--- src/rtl/krct_pkg.sv ---
// ----------------------------------------------------------------------------
// krct_pkg
// shared types and constants of the keyed reference count table
// ----------------------------------------------------------------------------
package krct_pkg;

  localparam int unsigned TABLE_ENTRIES = 64;
  localparam int unsigned KEY_BITS      = 64;
  localparam int unsigned KEY_IN_W      = 64;
  localparam int unsigned CMD_W         = 3;
  localparam int unsigned COUNT_W       = 32;
  localparam int unsigned STATUS_W      = 2;
  localparam int unsigned IDX_W         = (TABLE_ENTRIES > 1) ? $clog2(TABLE_ENTRIES) : 1;

  localparam logic [IDX_W-1:0]   IDX_LAST  = IDX_W'(TABLE_ENTRIES - 1);
  localparam logic [COUNT_W-1:0] COUNT_MAX = '1;

  typedef enum logic [CMD_W-1:0] {
    CMD_REGISTER   = 3'd0,
    CMD_UNREGISTER = 3'd1,
    CMD_GET        = 3'd2,
    CMD_DELETE     = 3'd3,
    CMD_CLEAR      = 3'd4
  } cmd_e;

  typedef enum logic [STATUS_W-1:0] {
    ST_OK        = 2'd0,
    ST_NOT_FOUND = 2'd1,
    ST_FULL      = 2'd2
  } status_e;

  typedef enum logic [1:0] {
    S_IDLE,
    S_SCAN,
    S_LAST,
    S_EXEC
  } state_e;

  typedef struct packed {
    logic [KEY_BITS-1:0] key;
    logic [COUNT_W-1:0]  count;
  } ent_t;

  typedef struct packed {
    logic             re;
    logic [IDX_W-1:0] ra;
    logic             we;
    logic [IDX_W-1:0] wa;
    ent_t             wdata;
  } mem_req_t;

  typedef struct packed {
    logic [CMD_W-1:0]    command;
    logic [KEY_IN_W-1:0] partition_key;
  } cmd_t;

  typedef struct packed {
    logic [COUNT_W-1:0]  count;
    logic                removed;
    logic [STATUS_W-1:0] status;
  } rsp_t;

endpackage

--- src/rtl/krct_ctrl.sv ---
// ----------------------------------------------------------------------------
// krct_ctrl
// command sequencer: scans the table, then does the read-modify-write
// ----------------------------------------------------------------------------
module krct_ctrl
  import krct_pkg::*;
(
  input  logic     clk_i,
  input  logic     rst_ni,
  input  logic     cmd_valid_i,
  input  cmd_t     cmd_i,
  output logic     cmd_ready_o,
  input  logic     rsp_stall_i,
  output logic     rsp_push_o,
  output rsp_t     rsp_o,
  output mem_req_t mem_req_o,
  input  ent_t     mem_rdata_i
);

  state_e                   state_q, state_d;
  logic [IDX_W-1:0]         idx_q, idx_d;
  logic                     rd_vld_q;
  logic [IDX_W-1:0]         rd_idx_q;
  logic [CMD_W-1:0]         cmd_q;
  logic [KEY_BITS-1:0]      key_q;
  logic                     hit_q, free_q, any_q;
  logic [IDX_W-1:0]         hit_idx_q, free_idx_q;
  logic [COUNT_W-1:0]       hit_cnt_q;
  logic [TABLE_ENTRIES-1:0] valid_q;

  logic                     exec_fire;
  logic                     vset, vclr, vclr_all;
  logic [IDX_W-1:0]         vidx;
  logic                     rd_valid_ent;
  logic [COUNT_W-1:0]       cnt_inc;

  assign exec_fire    = (state_q == S_EXEC) && !rsp_stall_i;
  assign cmd_ready_o  = (state_q == S_IDLE);
  assign rsp_push_o   = exec_fire;
  assign rd_valid_ent = valid_q[rd_idx_q];
  assign cnt_inc      = (hit_cnt_q == COUNT_MAX) ? hit_cnt_q : hit_cnt_q + COUNT_W'(1);

  // next state
  always_comb begin
    state_d = state_q;
    unique case (state_q)
      S_IDLE: if (cmd_valid_i) state_d = S_SCAN;
      S_SCAN: if (idx_q == IDX_LAST) state_d = S_LAST;
      S_LAST: state_d = S_EXEC;
      S_EXEC: if (!rsp_stall_i) state_d = S_IDLE;
      default: state_d = S_IDLE;
    endcase
  end

  // memory access and result
  always_comb begin
    mem_req_o          = '0;
    mem_req_o.re       = (state_q == S_SCAN);
    mem_req_o.ra       = idx_q;
    mem_req_o.wdata.key = key_q;
    idx_d              = (state_q == S_SCAN) ? idx_q + IDX_W'(1) : '0;
    rsp_o              = '0;
    rsp_o.status       = ST_OK;
    vset               = 1'b0;
    vclr               = 1'b0;
    vclr_all           = 1'b0;
    vidx               = hit_idx_q;
    unique case (cmd_q)
      CMD_REGISTER: begin
        if (hit_q) begin
          mem_req_o.we          = exec_fire;
          mem_req_o.wa          = hit_idx_q;
          mem_req_o.wdata.count = cnt_inc;
          rsp_o.count           = cnt_inc;
        end else if (free_q) begin
          mem_req_o.we          = exec_fire;
          mem_req_o.wa          = free_idx_q;
          mem_req_o.wdata.count = '0;
          vset                  = 1'b1;
          vidx                  = free_idx_q;
        end else begin
          rsp_o.status = ST_FULL;
        end
      end
      CMD_UNREGISTER: begin
        if (!hit_q) begin
          rsp_o.status = ST_NOT_FOUND;
        end else if (hit_cnt_q == '0) begin
          vclr          = 1'b1;
          rsp_o.removed = 1'b1;
        end else begin
          mem_req_o.we          = exec_fire;
          mem_req_o.wa          = hit_idx_q;
          mem_req_o.wdata.count = hit_cnt_q - COUNT_W'(1);
          rsp_o.count           = hit_cnt_q - COUNT_W'(1);
        end
      end
      CMD_GET: begin
        if (hit_q) begin
          rsp_o.count = hit_cnt_q;
        end else begin
          rsp_o.status = ST_NOT_FOUND;
        end
      end
      CMD_DELETE: begin
        if (hit_q) begin
          vclr          = 1'b1;
          rsp_o.removed = 1'b1;
        end
      end
      CMD_CLEAR: begin
        vclr_all      = 1'b1;
        rsp_o.removed = any_q;
      end
      default: ;
    endcase
  end

  always_ff @(posedge clk_i or negedge rst_ni) begin
    if (!rst_ni) begin
      state_q  <= S_IDLE;
      idx_q    <= '0;
      rd_vld_q <= 1'b0;
      hit_q    <= 1'b0;
      free_q   <= 1'b0;
      any_q    <= 1'b0;
      valid_q  <= '0;
    end else begin
      state_q  <= state_d;
      idx_q    <= idx_d;
      rd_vld_q <= (state_q == S_SCAN);
      if (state_q == S_IDLE) begin
        hit_q  <= 1'b0;
        free_q <= 1'b0;
        any_q  <= 1'b0;
      end else if (rd_vld_q) begin
        if (rd_valid_ent && mem_rdata_i.key == key_q) hit_q <= 1'b1;
        if (!rd_valid_ent) free_q <= 1'b1;
        if (rd_valid_ent) any_q <= 1'b1;
      end
      if (exec_fire) begin
        if (vclr_all) begin
          valid_q <= '0;
        end else if (vset) begin
          valid_q[vidx] <= 1'b1;
        end else if (vclr) begin
          valid_q[vidx] <= 1'b0;
        end
      end
    end
  end

  // payload registers
  always_ff @(posedge clk_i) begin
    rd_idx_q <= idx_q;
    if (cmd_ready_o && cmd_valid_i) begin
      cmd_q <= cmd_i.command;
      key_q <= cmd_i.partition_key[KEY_BITS-1:0];
    end
    if (rd_vld_q && !hit_q && rd_valid_ent && mem_rdata_i.key == key_q) begin
      hit_idx_q <= rd_idx_q;
      hit_cnt_q <= mem_rdata_i.count;
    end
    if (rd_vld_q && !free_q && !rd_valid_ent) begin
      free_idx_q <= rd_idx_q;
    end
  end

`ifndef SYNTHESIS
  a_rd_in_scan: assert property (@(posedge clk_i) disable iff (!rst_ni)
    rd_vld_q |-> (state_q == S_SCAN || state_q == S_LAST))
    else $error("read data outside scan");

  a_wr_in_exec: assert property (@(posedge clk_i) disable iff (!rst_ni)
    mem_req_o.we |-> (state_q == S_EXEC && !rsp_stall_i))
    else $error("memory write outside execute");

  a_hit_valid: assert property (@(posedge clk_i) disable iff (!rst_ni)
    (state_q == S_EXEC && hit_q) |-> valid_q[hit_idx_q])
    else $error("matched entry not valid");

  a_free_invalid: assert property (@(posedge clk_i) disable iff (!rst_ni)
    (state_q == S_EXEC && free_q) |-> !valid_q[free_idx_q])
    else $error("free entry is valid");

  a_exec_to_idle: assert property (@(posedge clk_i) disable iff (!rst_ni)
    exec_fire |=> (state_q == S_IDLE))
    else $error("execute did not return to idle");
`endif

endmodule

--- config.mk ---
export PLATFORM = sky130hd
export DESIGN_NAME = krct_ctrl
export DESIGN_NICKNAME = d
export VERILOG_FILES = /design/src/rtl/krct_pkg.sv /design/src/rtl/krct_ctrl.sv
export SDC_FILE = /design/constraint.sdc
export NUM_CORES = 1
export LEC_CHECK = 0
export BUFFER_PORTS_ARGS = -buffer_cell sky130_fd_sc_hd__clkbuf_2
export CORE_MARGIN = 1.5
export CORE_UTILIZATION = 35
export DETAILED_ROUTE_END_ITERATION = 10
export PLACE_DENSITY = 0.68
export SKIP_LAST_GASP = 1
export SYNTH_ARGS = -nofsm -noshare
export SYNTH_HDL_FRONTEND = slang
export SYNTH_SLANG_ARGS = --single-unit
export TNS_END_PERCENT = 50
--- constraint.sdc ---
create_clock -name clk_i -period 8 [get_ports clk_i]
set_clock_uncertainty 0.1 [all_clocks]
set_input_delay 0.4 -clock clk_i [delete_from_list [all_inputs] [get_ports clk_i]]
set_output_delay 0.4 -clock clk_i [all_outputs]
set_load 0.1 [all_outputs]
* Yosys cells after proc, flatten, opt, wreduce, memory -nomap -nowiden
Index checks and enable logic that the tools add are counted.
** Word-level totals
- Flip-flop bits (word level) :: 193
- Input port bits :: 167
- Output and inout bits :: 147
- Logic and storage cells :: 112
** Cells by class
- $add $sub $neg :: 3
- Magnitude comparators :: 3
- Eq/ne operators :: 14
- Multiplexer cells :: 50
- Bitwise logic cells :: 3
- Reduce and logical (&&, ||, !) cells :: 26
** Operators by type and width (number)
- 64-bit two-way mux :: 3
- 32-bit two-way mux :: 5
- 32-bit case mux with 3 select lines :: 1
- 64-bit AND :: 1
- 64-bit == test :: 1
- 64-bit NOT :: 1
- 64-bit OR :: 1
- 32-bit case mux with 2 select lines :: 1
- 33-bit two-way mux :: 1
- 32-bit by 1-bit adder with 32-bit output (second input constant) :: 1
- 32-bit == test (second input constant) :: 1
- 32-bit zero test :: 1
- 32-bit by 1-bit subtractor with 32-bit output (second input constant) :: 1
- 7-bit two-way mux :: 4
- 6-bit two-way mux :: 4
- 1-bit two-way mux :: 19
- 6-bit by 7-bit < comparator with 1-bit output (second input constant) :: 2
- 7-bit case mux with 2 select lines :: 1
- 2-bit two-way mux :: 5
- 1-bit logical AND :: 9
- 2-bit case mux with 4 select lines :: 1
- 2-bit AND reduction :: 4
- 6-bit by 1-bit adder with 6-bit output (second input constant) :: 1
- 1-bit binary-select mux with 6-bit select :: 1
- other kinds (20) :: 29

* Depth between registers and ports, before layout
Gate-level depths: netlist of run 1.
- Word-level depth :: 12
- Depth in mapped cells :: 9
- Depth with buffers taken out :: 7

* Least setup slack after synthesis of run 1
Ideal clock, no wire load.
- Path kind :: register -> register
- Start point :: register rd_idx_q[1]
- End point :: register hit_cnt_q[0], enable pin
- Library setup time :: 0.542 ns
- Data arrival time :: 5.689 ns
- Data required time :: 7.358 ns
- Path slack :: 1.669 ns
- Stages on the path, launching flop included :: 9
- Buffers on the path :: 2
- Path through :: dfxtp_1 clkbuf_1 buf_2 mux4_2 mux2i_1 mux2i_1 nor2_1 o22a_1 nor4b_1
** Between the ends
- Longest elaborated chain between the ends :: 4
** RTL lines
- from (decl) :: line krct_ctrl.sv:23 : logic [IDX_W-1:0] rd_idx_q;
- from (signal assigned) :: line krct_ctrl.sv:155 : rd_idx_q <= idx_q;
- 1-bit binary-select mux with 6-bit select :: line krct_ctrl.sv:40 : assign rd_valid_ent = valid_q[rd_idx_q];
- 1-bit two-way mux (not written as such) :: line krct_ctrl.sv:40
- 1-bit logical AND (2 in a row) :: line krct_ctrl.sv:160 : if (rd_vld_q && !hit_q && rd_valid_ent && mem_rdata_i.key == key_q) begin
- to (signal assigned) :: line krct_ctrl.sv:162 : hit_cnt_q <= mem_rdata_i.count;
- to (decl) :: line krct_ctrl.sv:28 : logic [COUNT_W-1:0] hit_cnt_q;
No other way between the ends. The select of a mux whose other input is x is not followed.
A chain may end at the register's enable or synchronous reset.

==> results of run 1 <==
how the worst max path moves through the flow:
stage                endpoint  slack [ns]         start  depth (start not counted)
5_1_grt         mem_req_o[99]        2.91  hit_cnt_q[4]                          7
4_1_cts         mem_req_o[99]        3.17  hit_cnt_q[4]                          7
2_1_floorplan    hit_cnt_q[0]        1.67   rd_idx_q[1]                          8
3_3_place_gp   mem_req_o[100]        3.73  hit_cnt_q[4]                          7
3_5_place_dp   mem_req_o[100]        3.65  hit_cnt_q[4]                          7
6_report        mem_req_o[99]        3.12  hit_cnt_q[4]                          7
metal layers:
metal / up-vias / global-route usage [%]
li1: 4612 / -
met1: 4941 / 30.89
met2: 634 / 38.32
met3: 72 / 5.072
met4: 0 / 8.090
met5: - / 0
where the power goes:
group          switching, W  internal, W  leakage (nW)
Sequential                0      0.00105          2.08
Clock              0.000458     0.000449         0.308
Combinational     0.0000309    0.0000398          2.78
sequential cells by signal (all words and copies together), names as in the netlist, 2 cells and up:
| signal | cells |
|---|---|
| key_q | 64 |
| hit_idx_q | 6 |
| rd_idx_q | 6 |
| idx_q | 6 |
| hit_cnt_q | 32 |
| state_q | 2 |
| cmd_q | 3 |
| free_idx_q | 6 |
| valid_q | 64 |
through the flow:
| stage | std cells | cell area [um^2] | hold slack, ns | setup slack (ns) |
|---|---|---|---|---|
| after floorplan | 1043 | 10790 | 0.004409 | 1.669 |
| after global placement | 1701 | 12720 | 0.3159 | 3.732 |
| after detailed placement | 1701 | 12720 | 0.3190 | 3.651 |
| after CTS | 1733 | 13360 | 0.003862 | 3.167 |
| after global routing | 1733 | 13360 | 0.005959 | 2.909 |
| final | 1734 | 13360 | -0.02483 | 3.122 |
critical path, cell delays in order, from the launching register on:
cell and delay (ns):
edfxtp_1 0.52, nor4_1 0.65, nand3_1 0.40, nor4_4 0.82
or2_2 0.47, nand2_1 0.33, a22o_1 0.35, clkbuf_2 0.38
cell type report:
class | count | area (um^2) | share of cell area (%)
clock buffer | 18 | 450.4 | 3.370
timing repair buffer | 325 | 1659 | 12.41
multi-input combinational | 780 | 5187 | 38.82
antenna | 1 | 2.502 | 0.01872
tap | 396 | 495.5 | 3.708
clock inverter | 14 | 187.7 | 1.404
inverter | 7 | 26.28 | 0.1966
sequential | 193 | 5355 | 40.07
cells in the final DEF (no fill, tap or decap), types with 7 or more instances in the layout:
cell type / netlist / final
a211oi_1: 17 / 16
a21oi_1: 91 / 91
a221oi_1: 12 / 12
a22oi_1: 16 / 16
a31oi_1: 23 / 22
and2_1: 22 / 20
and3_1: 17 / 17
buf_4: 0 / 13
clkbuf_16: 0 / 18
clkbuf_2: 0 / 312
dfrtp_1: 76 / 76
edfxtp_1: 111 / 111
ha_1: 7 / 7
inv_1: 7 / 7
mux2i_1: 15 / 15
mux4_2: 16 / 16
nand2_1: 54 / 54
nand3_1: 29 / 29
nand4_1: 26 / 26
nor2_1: 30 / 29
nor2b_1: 8 / 8
nor3_1: 27 / 26
nor4_1: 14 / 13
o211ai_1: 11 / 11
o21ai_0: 138 / 138
o21ai_1: 23 / 23
or3_1: 14 / 14
xnor2_1: 72 / 72
logic make-up (layout without fill, tap and decap cells):
kind of cell | after synthesis | in the layout | synth area share [%]
AOI/OAI and AO/OA | 386 | 386 | 21.47
and+or+nand+nor | 278 | 278 | 14.32
other | 0 | 1 | 0
xor gates and xnor gates | 77 | 77 | 6.251
adders and majority gates | 7 | 7 | 0.8118
DFF | 193 | 193 | 49.64
muxes | 32 | 32 | 4.836
buffers and inverters | 70 | 364 | 2.668
==> tab_implementation.tex, run 1 <==
\begin{tabular}{lr}
\hline
Metric & Value \\
\hline
\multicolumn{2}{l}{\textbf{Logic synthesis}} \\
Share of Yosys cell area claimed by the top area cell type & 30.90\% \\
Cell area after synthesis & 10790 um\^{}2 \\
Main area contributors after synthesis & edfxtp\_1 31\%, dfrtp\_1 18\%, o21ai\_0 6.4\%, xnor2\_1 5.8\%, a21oi\_1 4.2\% \\
Number of nets produced by synthesis & 1217 \\
Synthesized area divided by synthesized cell count & 10.34 um\^{}2 \\
Sequential cell area fraction in the yosys report & 49.64\% \\
Flip-flop and latch count after synthesis & 193 \\
Number of instances in the synthesized netlist & 1043 \\
Count of warnings emitted by yosys & 0 \\
Count of cell types in the netlist & 67 \\
Async set or reset register ratio after synthesis & 39.38\% \\
Predominant post-synthesis flop cell & edfxtp\_1 \\
Most frequent cell after synthesis & o21ai\_0 \\
Commonest cells in the synthesized netlist & 138 x o21ai\_0, 111 x edfxtp\_1, 91 x a21oi\_1 \\
Cell type with the highest aggregate area in the netlist & edfxtp\_1 \\
Count of flip-flops with a built-in enable after synthesis & 111 \\
\multicolumn{2}{l}{\textbf{Global route}} \\
Number of antenna violations at the first check in global routing & 1 \\
Combined global-route utilization of all metal layers & 23.53\% \\
Leftover overflow at the end of global routing & 0 \\
Largest net degree at the start of global routing & 77 \\
Via count of the first global-routing pass & 9879 \\
First-pass GRT wire length & 57080 um \\
\multicolumn{2}{l}{\textbf{Clock network}} \\
Maximum number of buffers from clock root to sink & 2 \\
Clock input transition at the sequential cells of the worst setup and hold paths & 0.09 ns \\
Level count of the clock H-tree & 4 \\
Count of cells resized by post-cts repair & 0 \\
\# Post-CTS Setup Buffers & 0 \\
Clock root buffer master & clkbuf\_16 \\
Hold-fix buffers, CTS & 0 \\
Clock net sink count & 193 \\
TritonCTS clock tree & yes \\
TritonCTS buffer count & 17 \\
Clock latency reported for the late side of the worst-skew pair & 0.45 ns \\
\multicolumn{2}{l}{\textbf{Layout}} \\
Total Nets Final & 1498 \\
Final core utilization & 43.92\% \\
Fraction of final layout cells sized beyond drive strength 1 & 29.54\% \\
Fill cell total of the finished layout & 2933 \\
Area growth from synthesis to layout & 23.88\% \\
\multicolumn{2}{l}{\textbf{Placed design}} \\
Final weighted congestion in routability-driven placement & 0.9675 \\
HPWL reported at the end of detailed placement & 27450 um \\
Total of buffers placed on input and output ports & 313 \\
\multicolumn{2}{l}{\textbf{Floorplanning}} \\
Area of the core & 30430 um\^{}2 \\
Starting density of the core & 35.45\% \\
Number of ports placed on the die boundary & 314 \\
Width of the die & 178.6 um \\
Height of the die & 178.6 um \\
Core Rows & 64 \\
Total Die Area & 31890 um\^{}2 \\
\multicolumn{2}{l}{\textbf{Power}} \\
Power density of the placed cells & 151.8 nW/um\^{}2 \\
Leak pwr & 5.161 nW \\
Peak VDD IR & 0.0001380 V \\
Total design power & 0.002029 W \\
\multicolumn{2}{l}{\textbf{STA}} \\
Setup-violating endpoint count in the final report & 0 \\
Max-slew violation total from the final report & 0 \\
Hold Violations, Final & 11 \\
Headroom to the max-slew limit & 16.10\% \\
Final Hold Slack & -0.02483 ns \\
Minimum period implied by the final worst setup slack & 4.878 ns \\
Slew @ Worst Pin & 1.251 ns \\
Maximum clock frequency & 0.2050 GHz \\
Setup Total Neg Slack & 0 ns \\
Period utilization & 60.98\% \\
Setup repair after global routing missed its margin & false \\
\multicolumn{2}{l}{\textbf{Worst setup path}} \\
R2R Path Start & cmd\_q[0] \\
R2R depth & 5 \\
Crit path DAT & 4.38 ns \\
Critical Path RT & 7.50 ns \\
Capturing point of the worst reg2reg path & valid\_q[12] \\
Element type at the critical path end & primary output \\
Type of the setup path with the least slack & register to primary output \\
Startpoint kind of the worst setup timing path & register \\
Maximum net fanout on the critical path & 16 \\
Register-to-Register Setup Slack & 4.24 ns \\
\multicolumn{2}{l}{\textbf{Run}} \\
Max-capacitance violation count & 0 \\
\multicolumn{2}{l}{\textbf{Min path}} \\
Hold crit path type & input port to asynchronous set/reset pin \\
\multicolumn{2}{l}{\textbf{Detailed routing}} \\
Met1 layer wirelength in the final routing & 15270 um \\
Uppermost layer routed & met4 \\
Total number of vias & 10260 \\
DRT iter0 DRCs & 1412 \\
Routed wl met3 & 3594 um \\
Detailed-routed wire length on met2 & 17490 um \\
Vias per Instance & 5.916 \\
Drt pass-1 iters & 8 \\
Total wirelength of the detailed-routed design & 37430 um \\
Routed wire length per instance & 21.59 um \\
Post-detailed-route count of antenna-violating nets & 0 \\
DR DRC count & 0 \\
\multicolumn{2}{l}{\textbf{Status}} \\
Run status & finished, violations left \\
Failing checks & hold timing \\
\hline
\end{tabular}
Power figures use the tool's default switching activity.
==> inputs of run 2 (changes only) <==
--- a/config.mk
+++ b/config.mk
@@ -9,7 +9,7 @@
 export CORE_MARGIN = 1.5
 export CORE_UTILIZATION = 35
 export DETAILED_ROUTE_END_ITERATION = 10
-export PLACE_DENSITY = 0.68
+export PLACE_DENSITY = 0.7
 export SKIP_LAST_GASP = 1
 export SYNTH_ARGS = -nofsm -noshare
 export SYNTH_HDL_FRONTEND = slang
==> constraint.sdc (replaced) <==
create_clock -name clk_i -period 4 [get_ports clk_i]
set_clock_uncertainty 0.1 [all_clocks]
set_input_delay 0.2 -clock clk_i [delete_from_list [all_inputs] [get_ports clk_i]]
set_output_delay 0.2 -clock clk_i [all_outputs]
set_load 0.1 [all_outputs]
==> run 2 against run 1 <==
Net effect:
- the flow now finishes without violations
- clock power up 92%
- sequential power up 100%
- via count up 4.0%
- global-route usage up 0.98 points
- cell count up 7.6%
- core utilization up 4.2 points
- critical path type unchanged
- critical endpoint is now rsp_o[30]
- non-clock buffer count up 132
- register-to-register slack worse by 3.6 ns
- sequential cell count unchanged
- combinational power rose to 3.1 times the previous value
- die area unchanged
- largest cell class unchanged
- sequential share of layout area down 3.5 points
==> tab_implementation.tex, run 2 (synthesis gave the netlist of run 1 again) <==
\begin{tabular}{lr}
\hline
Metric & Value \\
\hline
\multicolumn{2}{l}{\textbf{Worst setup path}} \\
Capturing point of the worst reg2reg path & valid\_q[30] \\
Register-to-Register Setup Slack & 0.66 ns (-3.58 ns) \\
Crit path DAT & 3.63 ns (-0.75 ns) \\
Element type at the critical path end & primary output \\
Maximum net fanout on the critical path & 11 (-5) \\
Type of the setup path with the least slack & register to primary output \\
R2R depth & 5 (unchanged) \\
Startpoint kind of the worst setup timing path & register \\
R2R Path Start & cmd\_q[0] \\
Critical Path RT & 3.70 ns (-3.80 ns) \\
\multicolumn{2}{l}{\textbf{STA}} \\
Final Hold Slack & 0.06763 ns (+0.09246 ns) \\
Maximum clock frequency & 0.2541 GHz \\
Minimum period implied by the final worst setup slack & 3.935 ns \\
Max-slew violation total from the final report & 0 (unchanged) \\
Hold Violations, Final & 0 (-11) \\
Slew @ Worst Pin & 1.256 ns (+0.004829 ns) \\
Period utilization & 98.37\% \\
Setup Total Neg Slack & 0 ns (unchanged) \\
Setup-violating endpoint count in the final report & 0 (unchanged) \\
Setup repair after global routing missed its margin & true \\
Final worst-path setup slack & 0.06500 ns (-3.057 ns) \\
Headroom to the max-slew limit & 15.78\% (-0.32 points) \\
\multicolumn{2}{l}{\textbf{Global route}} \\
Combined global-route utilization of all metal layers & 24.51\% (+0.98 points) \\
Largest net degree at the start of global routing & 65 (-16\%) \\
Leftover overflow at the end of global routing & 0 (unchanged) \\
Via count of the first global-routing pass & 10550 (+6.8\%) \\
Number of antenna violations at the first check in global routing & 0 (-1) \\
First-pass GRT wire length & 59370 um (+4.0\%) \\
\multicolumn{2}{l}{\textbf{Detailed routing}} \\
Post-detailed-route count of antenna-violating nets & 0 (unchanged) \\
DR DRC count & 0 (unchanged) \\
Total wirelength of the detailed-routed design & 38990 um (+4.2\%) \\
Drt pass-1 iters & 5 (-3) \\
Total number of vias & 10670 (+4.0\%) \\
Routed wire length per instance & 20.91 um (-3.2\%) \\
Vias per Instance & 5.721 (-3.3\%) \\
DRT iter0 DRCs & 1269 (-10\%) \\
\multicolumn{2}{l}{\textbf{Floorplanning}} \\
Area of the core & 30430 um\^{}2 (unchanged) \\
Total Die Area & 31890 um\^{}2 (unchanged) \\
Starting density of the core & 35.45\% (unchanged) \\
Height of the die & 178.6 um (unchanged) \\
Width of the die & 178.6 um (unchanged) \\
Core Rows & 64 (unchanged) \\
Number of ports placed on the die boundary & 314 (unchanged) \\
\multicolumn{2}{l}{\textbf{Layout}} \\
Fraction of final layout cells sized beyond drive strength 1 & 29.07\% (-0.48 points) \\
Top flop regs & key\_q x64, valid\_q x64, hit\_cnt\_q x32 \\
Total Nets Final & 1630 (+8.8\%) \\
Most frequent standard cell in the layout excluding fill and tap cells & clkbuf\_2 \\
Most frequent cells in the layout & 288 x clkbuf\_2, 137 x o21ai\_0, 111 x edfxtp\_1, 100 x dlygate4sd3\_1, 91 x a21oi\_1 \\
Total inserted antenna cells & 0 (-1) \\
Area growth from synthesis to layout & 35.79\% \\
\multicolumn{2}{l}{\textbf{Status}} \\
Run status & complete, no violations \\
\multicolumn{2}{l}{\textbf{Clock network}} \\
Maximum number of buffers from clock root to sink & 2 (unchanged) \\
Clock root buffer master & clkbuf\_16 \\
Clock latency reported for the late side of the worst-skew pair & 0.46 ns (about the same) \\
TritonCTS clock tree & yes \\
TritonCTS buffer count & 17 (unchanged) \\
Clock net sink count & 193 (unchanged) \\
Level count of the clock H-tree & 4 (unchanged) \\
Clock input transition at the sequential cells of the worst setup and hold paths & 0.08 ns (about the same) \\
\multicolumn{2}{l}{\textbf{Power}} \\
Power density of the placed cells & 277.5 nW/um\^{}2 (+83\%) \\
Total design power & 0.004064 W (+100\%) \\
Leak pwr & 5.744 nW (+11\%) \\
Peak VDD IR & 0.0003170 V (+130\%) \\
\multicolumn{2}{l}{\textbf{Min path}} \\
Number of cells on the worst hold path & 4 \\
Hold EP & state\_q[0] \\
Hold path start & rsp\_stall\_i \\
Hold crit path type & input port to register \\
\multicolumn{2}{l}{\textbf{Placed design}} \\
HPWL reported at the end of detailed placement & 27820 um (+1.3\%) \\
Pre-CTS setup slack & 0.3602 ns (-3.290 ns) \\
Final weighted congestion in routability-driven placement & 0.9872 (+2.0\%) \\
Total of buffers placed on input and output ports & 313 (unchanged) \\
\multicolumn{2}{l}{\textbf{Run}} \\
Max-capacitance violation count & 0 (unchanged) \\
\hline
\end{tabular}
==> run 2: per-layer routing <==
metal / vias up / share of wire [%] / GRT usage (%)
li1: 4876 / - / -
met2: 625 / 48 / 40.36
met4: 0 / 3.6 / 10.49
met5: - / 0 / 0
met1: 5053 / 40 / 31.02
met3: 116 / 8.7 / 5.264
==> run 2: report_power, final <==
part,leakage (nW),internal (W),switching (W)
Sequential,2.08,0.00210,0
Combinational,3.39,0.000143,0.0000800
Clock,0.275,0.000840,0.000899
Total,5.74,0.00309,0.000979
==> run 2: cell type report <==
cell class / count / area, um^2
tap: 396 / 495.5
fill: 2783 / 15780
timing repair buffer: 457 / 2987
clock inverter: 15 / 158.9
clock buffer: 17 / 425.4
sequential: 193 / 5355
multi-input combinational: 780 / 5201
inverter: 7 / 26.28
==> run 2: repair_timing <==
item,in CTS,in global routing
endpoints found under the hold margin,131,0
pin swaps,0,1
hold buffers,100,0
setup buffers,0,12
resized for setup,12,20
endpoints found under the setup margin,24,41
==> run 2: worst max-delay path by stage <==
stage                  from             end  depth (start not counted)
2_1_floorplan  hit_cnt_q[4]       rsp_o[22]                          7
3_3_place_gp   hit_cnt_q[7]  mem_req_o[100]                          7
3_5_place_dp   hit_cnt_q[7]   mem_req_o[99]                          7
4_1_cts        hit_cnt_q[7]   mem_req_o[99]                          7
5_1_grt        hit_cnt_q[7]       rsp_o[30]                          7
6_report       hit_cnt_q[7]       rsp_o[30]                          7
==> run 2: critical path, stage by stage, from the launching register on <==
cell      delay [ns]
edfxtp_1        0.53
or3_4           0.46
or3_4           0.46
or4_4           0.58
nor3_1          0.27
a221oi_1        0.16
a31oi_1         0.21
clkbuf_2        0.49
==> run 2: per-stage QoR <==
step                area (um^2)  cells  utilization [%]
floorplan                 10800   1043                -
global placement          12920   1721            42.47
detailed placement        12920   1721            42.47
CTS                       14550   1853            47.80
global route              14650   1865            48.14
finish                    14650   1865            48.14
